File: config.mk
export PLATFORM = sky130hd
export DESIGN_NAME = liu_ctrl
export DESIGN_NICKNAME = d
export VERILOG_FILES = /design/src/rtl/liu_pkg.sv /design/src/rtl/liu_ctrl.sv
export SDC_FILE = /design/constraint.sdc
export NUM_CORES = 1
export LEC_CHECK = 0
export BUFFER_PORTS_ARGS = -buffer_cell sky130_fd_sc_hd__buf_2
export CORE_MARGIN = 4
export CORE_UTILIZATION = 48
export CTS_CLUSTER_SIZE = 16
export DETAILED_ROUTE_END_ITERATION = 8
export PLACE_DENSITY_LB_ADDON = 0.05
export SLEW_MARGIN = 10
export SYNTH_ARGS = -nofsm -noshare
export SYNTH_HDL_FRONTEND = slang
export SYNTH_SLANG_ARGS = --single-unit
File: constraint.sdc
create_clock -name clk -period 2.3 [get_ports clk]
set_input_delay 0 -clock clk [delete_from_list [all_inputs] [get_ports clk]]
set_output_delay 0 -clock clk [all_outputs]
set_load 0.02 [all_outputs]
File: src/rtl/liu_pkg.sv
// Shared types and constants for the logical instruction unit.
// Depends on nothing; used by liu_ctrl, liu_datapath and the top level.
package liu_pkg;

    localparam int BYTE_W = 8;

    // Item kinds carried on s_tuser
    localparam logic [1:0] KIND_MEM_WR   = 2'd0;
    localparam logic [1:0] KIND_SET_REGS = 2'd1;
    localparam logic [1:0] KIND_EXEC     = 2'd2;

    // Opcode fields and special opcodes
    localparam logic [7:0] OP_BIT_ZP  = 8'h24;
    localparam logic [7:0] OP_BIT_ABS = 8'h2C;
    localparam logic [1:0] CC_ALU     = 2'b01;

    localparam logic [2:0] GRP_ORA = 3'd0;
    localparam logic [2:0] GRP_AND = 3'd1;
    localparam logic [2:0] GRP_EOR = 3'd2;

    localparam logic [2:0] MODE_IND_X = 3'd0;
    localparam logic [2:0] MODE_ZP    = 3'd1;
    localparam logic [2:0] MODE_IMM   = 3'd2;
    localparam logic [2:0] MODE_ABS   = 3'd3;
    localparam logic [2:0] MODE_IND_Y = 3'd4;
    localparam logic [2:0] MODE_ZP_X  = 3'd5;
    localparam logic [2:0] MODE_ABS_Y = 3'd6;
    localparam logic [2:0] MODE_ABS_X = 3'd7;

    typedef enum logic [1:0] {
        ALU_ORA,
        ALU_AND,
        ALU_EOR,
        ALU_BIT
    } alu_op_t;

    typedef enum logic [3:0] {
        ADDR_PC,
        ADDR_ZP,
        ADDR_ZP1,
        ADDR_ZPX,
        ADDR_ZPX1,
        ADDR_ABS,
        ADDR_ABSX,
        ADDR_ABSY,
        ADDR_IND,
        ADDR_INDY
    } addr_sel_t;

    typedef enum logic [1:0] {
        CAP_NONE,
        CAP_B0,
        CAP_HI,
        CAP_PLO
    } cap_sel_t;

    typedef struct packed {
        logic      mem_wr;
        logic      set_regs;
        logic      load_op;
        logic      rd_en;
        addr_sel_t addr_sel;
        cap_sel_t  cap_sel;
        logic      pc_inc;
        logic      alu_en;
        alu_op_t   alu_op;
        logic      load_out;
        logic      out_illegal;
    } liu_cmd_t;

    typedef struct packed {
        logic [7:0] opcode;
    } liu_status_t;

endpackage

File: src/rtl/liu_ctrl.sv
// Controller for the logical instruction unit: item handshake, opcode decode
// and the per-mode fetch sequence. Depends on liu_pkg.
module liu_ctrl
(
    input  logic                 clk,
    input  logic                 rst_n,
    input  logic                 s_tvalid,
    output logic                 s_tready,
    input  logic [1:0]           kind,
    output logic                 m_tvalid,
    input  logic                 m_tready,
    input  liu_pkg::liu_status_t status,
    output liu_pkg::liu_cmd_t    cmd
);

    typedef enum logic [3:0] {
        ST_IDLE,
        ST_F0,
        ST_B0,
        ST_HI,
        ST_P0,
        ST_P1,
        ST_P2,
        ST_RD,
        ST_EX,
        ST_DONE
    } state_t;

    state_t state_reg;
    logic   m_valid_reg;
    logic   illegal_reg;

    logic       accept;
    logic [2:0] mode;
    logic [2:0] group;
    logic       is_bit;
    logic       legal;
    logic       abs_mode;
    logic       ind_mode;

    // Decode the held opcode
    assign mode     = status.opcode[4:2];
    assign group    = status.opcode[7:5];
    assign is_bit   = (status.opcode == liu_pkg::OP_BIT_ZP) ||
                      (status.opcode == liu_pkg::OP_BIT_ABS);
    assign legal    = is_bit ||
                      ((status.opcode[1:0] == liu_pkg::CC_ALU) && (group <= liu_pkg::GRP_EOR));
    assign abs_mode = (mode == liu_pkg::MODE_ABS) || (mode == liu_pkg::MODE_ABS_Y) ||
                      (mode == liu_pkg::MODE_ABS_X);
    assign ind_mode = (mode == liu_pkg::MODE_IND_X) || (mode == liu_pkg::MODE_IND_Y);

    assign s_tready = (state_reg == ST_IDLE);
    assign accept   = s_tvalid && s_tready;
    assign m_tvalid = m_valid_reg;

    // Command decode per state
    always_comb
    begin
        cmd             = '0;
        cmd.addr_sel    = liu_pkg::ADDR_PC;
        cmd.cap_sel     = liu_pkg::CAP_NONE;
        cmd.alu_op      = liu_pkg::ALU_ORA;
        cmd.out_illegal = illegal_reg;
        unique case (state_reg)
            ST_IDLE:
            begin
                cmd.mem_wr   = accept && (kind == liu_pkg::KIND_MEM_WR);
                cmd.set_regs = accept && (kind == liu_pkg::KIND_SET_REGS);
                cmd.load_op  = accept;
            end
            ST_F0:
            begin
                cmd.rd_en  = legal;
                cmd.pc_inc = legal;
            end
            ST_B0:
            begin
                cmd.cap_sel = liu_pkg::CAP_B0;
                cmd.rd_en   = abs_mode;
                cmd.pc_inc  = abs_mode;
            end
            ST_HI:
            begin
                cmd.cap_sel = liu_pkg::CAP_HI;
            end
            ST_P0:
            begin
                cmd.rd_en    = 1'b1;
                cmd.addr_sel = (mode == liu_pkg::MODE_IND_X) ? liu_pkg::ADDR_ZPX
                                                             : liu_pkg::ADDR_ZP;
            end
            ST_P1:
            begin
                cmd.rd_en    = 1'b1;
                cmd.cap_sel  = liu_pkg::CAP_PLO;
                cmd.addr_sel = (mode == liu_pkg::MODE_IND_X) ? liu_pkg::ADDR_ZPX1
                                                             : liu_pkg::ADDR_ZP1;
            end
            ST_P2:
            begin
                cmd.cap_sel = liu_pkg::CAP_HI;
            end
            ST_RD:
            begin
                cmd.rd_en = 1'b1;
                unique case (mode)
                    liu_pkg::MODE_IND_X: cmd.addr_sel = liu_pkg::ADDR_IND;
                    liu_pkg::MODE_IND_Y: cmd.addr_sel = liu_pkg::ADDR_INDY;
                    liu_pkg::MODE_ZP:    cmd.addr_sel = liu_pkg::ADDR_ZP;
                    liu_pkg::MODE_ZP_X:  cmd.addr_sel = liu_pkg::ADDR_ZPX;
                    liu_pkg::MODE_ABS:   cmd.addr_sel = liu_pkg::ADDR_ABS;
                    liu_pkg::MODE_ABS_Y: cmd.addr_sel = liu_pkg::ADDR_ABSY;
                    liu_pkg::MODE_ABS_X: cmd.addr_sel = liu_pkg::ADDR_ABSX;
                    default:             cmd.addr_sel = liu_pkg::ADDR_PC;
                endcase
            end
            ST_EX:
            begin
                cmd.alu_en = 1'b1;
                priority if (is_bit)
                    cmd.alu_op = liu_pkg::ALU_BIT;
                else if (group == liu_pkg::GRP_AND)
                    cmd.alu_op = liu_pkg::ALU_AND;
                else if (group == liu_pkg::GRP_EOR)
                    cmd.alu_op = liu_pkg::ALU_EOR;
                else
                    cmd.alu_op = liu_pkg::ALU_ORA;
            end
            ST_DONE:
            begin
                cmd.load_out = !m_valid_reg || m_tready;
            end
            default:
            begin
                cmd.load_out = 1'b0;
            end
        endcase
    end

    // Sequence state, result valid and illegal flag
    always_ff @(posedge clk or negedge rst_n)
    begin
        if (!rst_n)
        begin
            state_reg   <= ST_IDLE;
            m_valid_reg <= 1'b0;
            illegal_reg <= 1'b0;
        end
        else
        begin
            if (cmd.load_out)
                m_valid_reg <= 1'b1;
            else if (m_tready)
                m_valid_reg <= 1'b0;

            unique case (state_reg)
                ST_IDLE:
                begin
                    if (accept)
                    begin
                        illegal_reg <= 1'b0;
                        state_reg   <= (kind == liu_pkg::KIND_EXEC) ? ST_F0 : ST_DONE;
                    end
                end
                ST_F0:
                begin
                    priority if (!legal)
                    begin
                        illegal_reg <= 1'b1;
                        state_reg   <= ST_DONE;
                    end
                    else if (mode == liu_pkg::MODE_IMM && !is_bit)
                        state_reg <= ST_EX;
                    else
                        state_reg <= ST_B0;
                end
                ST_B0:
                begin
                    priority if (abs_mode)
                        state_reg <= ST_HI;
                    else if (ind_mode)
                        state_reg <= ST_P0;
                    else
                        state_reg <= ST_RD;
                end
                ST_HI:   state_reg <= ST_RD;
                ST_P0:   state_reg <= ST_P1;
                ST_P1:   state_reg <= ST_P2;
                ST_P2:   state_reg <= ST_RD;
                ST_RD:   state_reg <= ST_EX;
                ST_EX:   state_reg <= ST_DONE;
                ST_DONE:
                begin
                    if (cmd.load_out)
                        state_reg <= ST_IDLE;
                end
                default: state_reg <= ST_IDLE;
            endcase
        end
    end

    // Memory is written only by an accepted write item
    a_wr_on_accept: assert property (@(posedge clk) disable iff (!rst_n)
        cmd.mem_wr |-> (s_tvalid && s_tready))
        else $error("memory write without an accepted item");

    // One item at a time
    a_one_item: assert property (@(posedge clk) disable iff (!rst_n)
        (s_tvalid && s_tready) |=> !s_tready)
        else $error("second item accepted while one is at work");

    // Never overwrite a result that is still waiting
    a_no_overwrite: assert property (@(posedge clk) disable iff (!rst_n)
        cmd.load_out |-> (!m_valid_reg || m_tready))
        else $error("result register overwritten before it was taken");

endmodule

==> impl_metrics.csv <==
group,metric,value,unit
job,drv_cap,0,
floorplan,die_y,45.6,µm
floorplan,start_util,51.6,%
place,place_area,801,µm²
floorplan,dieWidth,45.6,µm
setup_path,critPathSlowestCell,"dfrtp_1",
setup_path,critPathMaxStageDelay,0.57,ns
place,place_congestion,0.813,
yosys,syn_inst,96,
sta,clock_skew,0.00690,ns
worst_hold_path,hp-class,"input port to async pin",
final_layout,largest_reg_flops,4,
sta,tightest_slew,0.568,ns
setup_path,required,2.30,ns
sta,fin_crit,1.80,ns
yosys,synth.cell_area,679,µm²
sta,clock.fmax,557,MHz
setup_path,cp-start-kind,"flop",
final_layout,drive_above_1_share,29.8,%
drt,route.detailed.drc,0,
grt,grt_pass1_vias,676,
floorplan,placementRows,13,
run_status,status,"completed",
final_layout,final_area,833,µm²
place,port-buffer-count,31,
yosys,yosys_warnings,0,
grt,antenna_found_initial,0,
setup_path,crit_chain,"nand2b_4 > nor3_1 > nand2b_1 > nor3b_1 > buf_2",
grt,grt_pass1_wl,3.00,mm
yosys,async_flop_share,100,%
cts,cts_sinks,6,
drt,via_per_inst,5.81,
yosys,ys_seq_elements,6,
floorplan,core_area,1320,µm²
cts,clkLatencyLatePin,0.25,ns
grt,grtUsageTotal,20.4,%
yosys,synthDistinctLibCells,31,
sta,drv_slew,0,
yosys,synth_edf_count,0,
cts,clockRootBuffer,"clkbuf_4",
setup_path,end_kind,"primary output",
place,hpwl,1.37,mm
setup_path,worstPathMaxFanout,16,
sta,hold_violations,0,
grt,overflow,0,
drt,wl_met3,175,µm
grt,grt_max_degree,19,
power,finalPower,856,µW
drt,vias,807,
final_layout,layout_commonest_cell,"buf_2",
final_layout,area_growth,22.7,%
cts,cts.clk_slew.worst_paths,0.05,ns
power,leakage,0.000397,µW
power,max-vdd-ir-drop,813,µV
final_layout,fin_util,63.2,%
sta,report.final.setup_viol,0,
sta,grt_setup_unrepaired,"false",
drt,antenna_left,0,
drt,wirelength,1.80,mm
drt,first_pass_iters,4,
drt,wl_met2,813,µm
final_layout,mostFrequentLayoutCells,"buf_2, nor3_1, o21ai_0",
drt,highest-signal-layer,"met4",
cts,cts_buffer_depth,2,
sta,relSlewSlack,62.1,%
final_layout,final_cells,139,
cts,cts_buffers,3,
drt,wl_per_cell,12.9,µm
yosys,synth_nets,110,
yosys,synth.yosys.seq_area_share,22.1,%
sta,finalCritPeriodShare,78.1,%
final_layout,n_antenna_cell,0,
cts,htree_num_levels,1,
floorplan,dieArea,2080,µm²
final_layout,nets,140,
yosys,ys.flop_type,"dfrtp_1",
drt,met1_length,783,µm
place,dp.cells,135,
yosys,syn_area_per_cell,7.08,µm²
floorplan,io_pins,32,
setup_path,arrival,1.80,ns
sta,fin_tns_setup,0,ns
power,power_per_cell_area,1030,nW/µm²
cts,cts_tree,"done",
setup_path,path_class,"flop to primary output",
drt,drt_iter0_drc,13,
-- where the power goes --
group | internal (µW) | switching [µW] | total (µW)
clock | 59.4 | 42.9 | 102
combinational | 192 | 297 | 489
sequential | 147 | 118 | 265
total | 398 | 458 | 856
-- final cells by class --
| type | instances | area (µm²) |
|---|---|---|
| Clock buffer | 3 | 22.5 |
| Fill cell | 139 | 484 |
| Inverter | 6 | 22.5 |
| Multi-Input combinational cell | 77 | 454 |
| Sequential cell | 6 | 150 |
| Tap cell | 15 | 18.8 |
| Timing Repair Buffer | 32 | 165 |
-- path summary, 6_finish.rpt --
path | end | cells past startpoint | slack [ns] | start
setup / recovery | cmd[2] | 5 | 0.50 | state_reg[2]
hold / removal | state_reg[2] | 2 | 0.10 | rst_n
setup reg to reg | state_reg[3] | 4 | 0.70 | state_reg[0]
hold reg to reg | illegal_reg | 2 | 0.49 | illegal_reg
max in group asynchronous | state_reg[1] | 2 | 2.05 | rst_n
min in group clk | state_reg[0] | 3 | 0.11 | s_tvalid
-- metal layers --
layer	vias to the layer above	global-route usage [%]
li1	404	-
met1	355	26.8
met2	44	29.8
met3	4	7.11
met4	0	8.77
met5	-	0
-- critical path, delay by kind of cell, from the launching register on --
kind | cells | cell delay, ns
simple gates | 4 | 0.77
flops | 1 | 0.57
buf+inv | 1 | 0.19
-- metrics by stage --
stage	hold slack, ns	setup slack, ns
2_1_floorplan	-0.296	0.493
3_3_place_gp	-0.172	0.807
3_5_place_dp	-0.170	0.738
4_1_cts	0.0985	0.497
5_1_grt	0.125	0.343
6_report	0.101	0.505
-- synthesized netlist by cell type (2+ instances only) --
cell,instances,area [µm²]
o21ai_0,11,55.1
nand3_1,2,10.0
nor3_1,11,55.1
a211oi_1,2,15.0
buf_2,3,15.0
nor2_1,8,30.0
nand2b_1,4,25.0
nand2_1,6,22.5
dfrtp_1,6,150
a31oi_1,2,12.5
and3_1,2,12.5
nor2b_1,3,18.8
buf_6,2,22.5
buf_4,2,15.0
a21oi_1,9,45.0
inv_1,6,22.5
a21boi_0,2,15.0
nor3b_1,2,15.0
-- kinds of logic after synthesis --
| family | synth area share, % |
|---|---|
| flops | 22.1 |
| simple gates | 37.9 |
| buf+inv | 11.0 |
| compound gates | 28.9 |
-- timing repair --
action	CTS	global route
resized for setup	0	0
hold endpoints to repair	6	0
buffers inserted	0	0
hold buffers	1	0
Power figures use the tool's default switching activity.
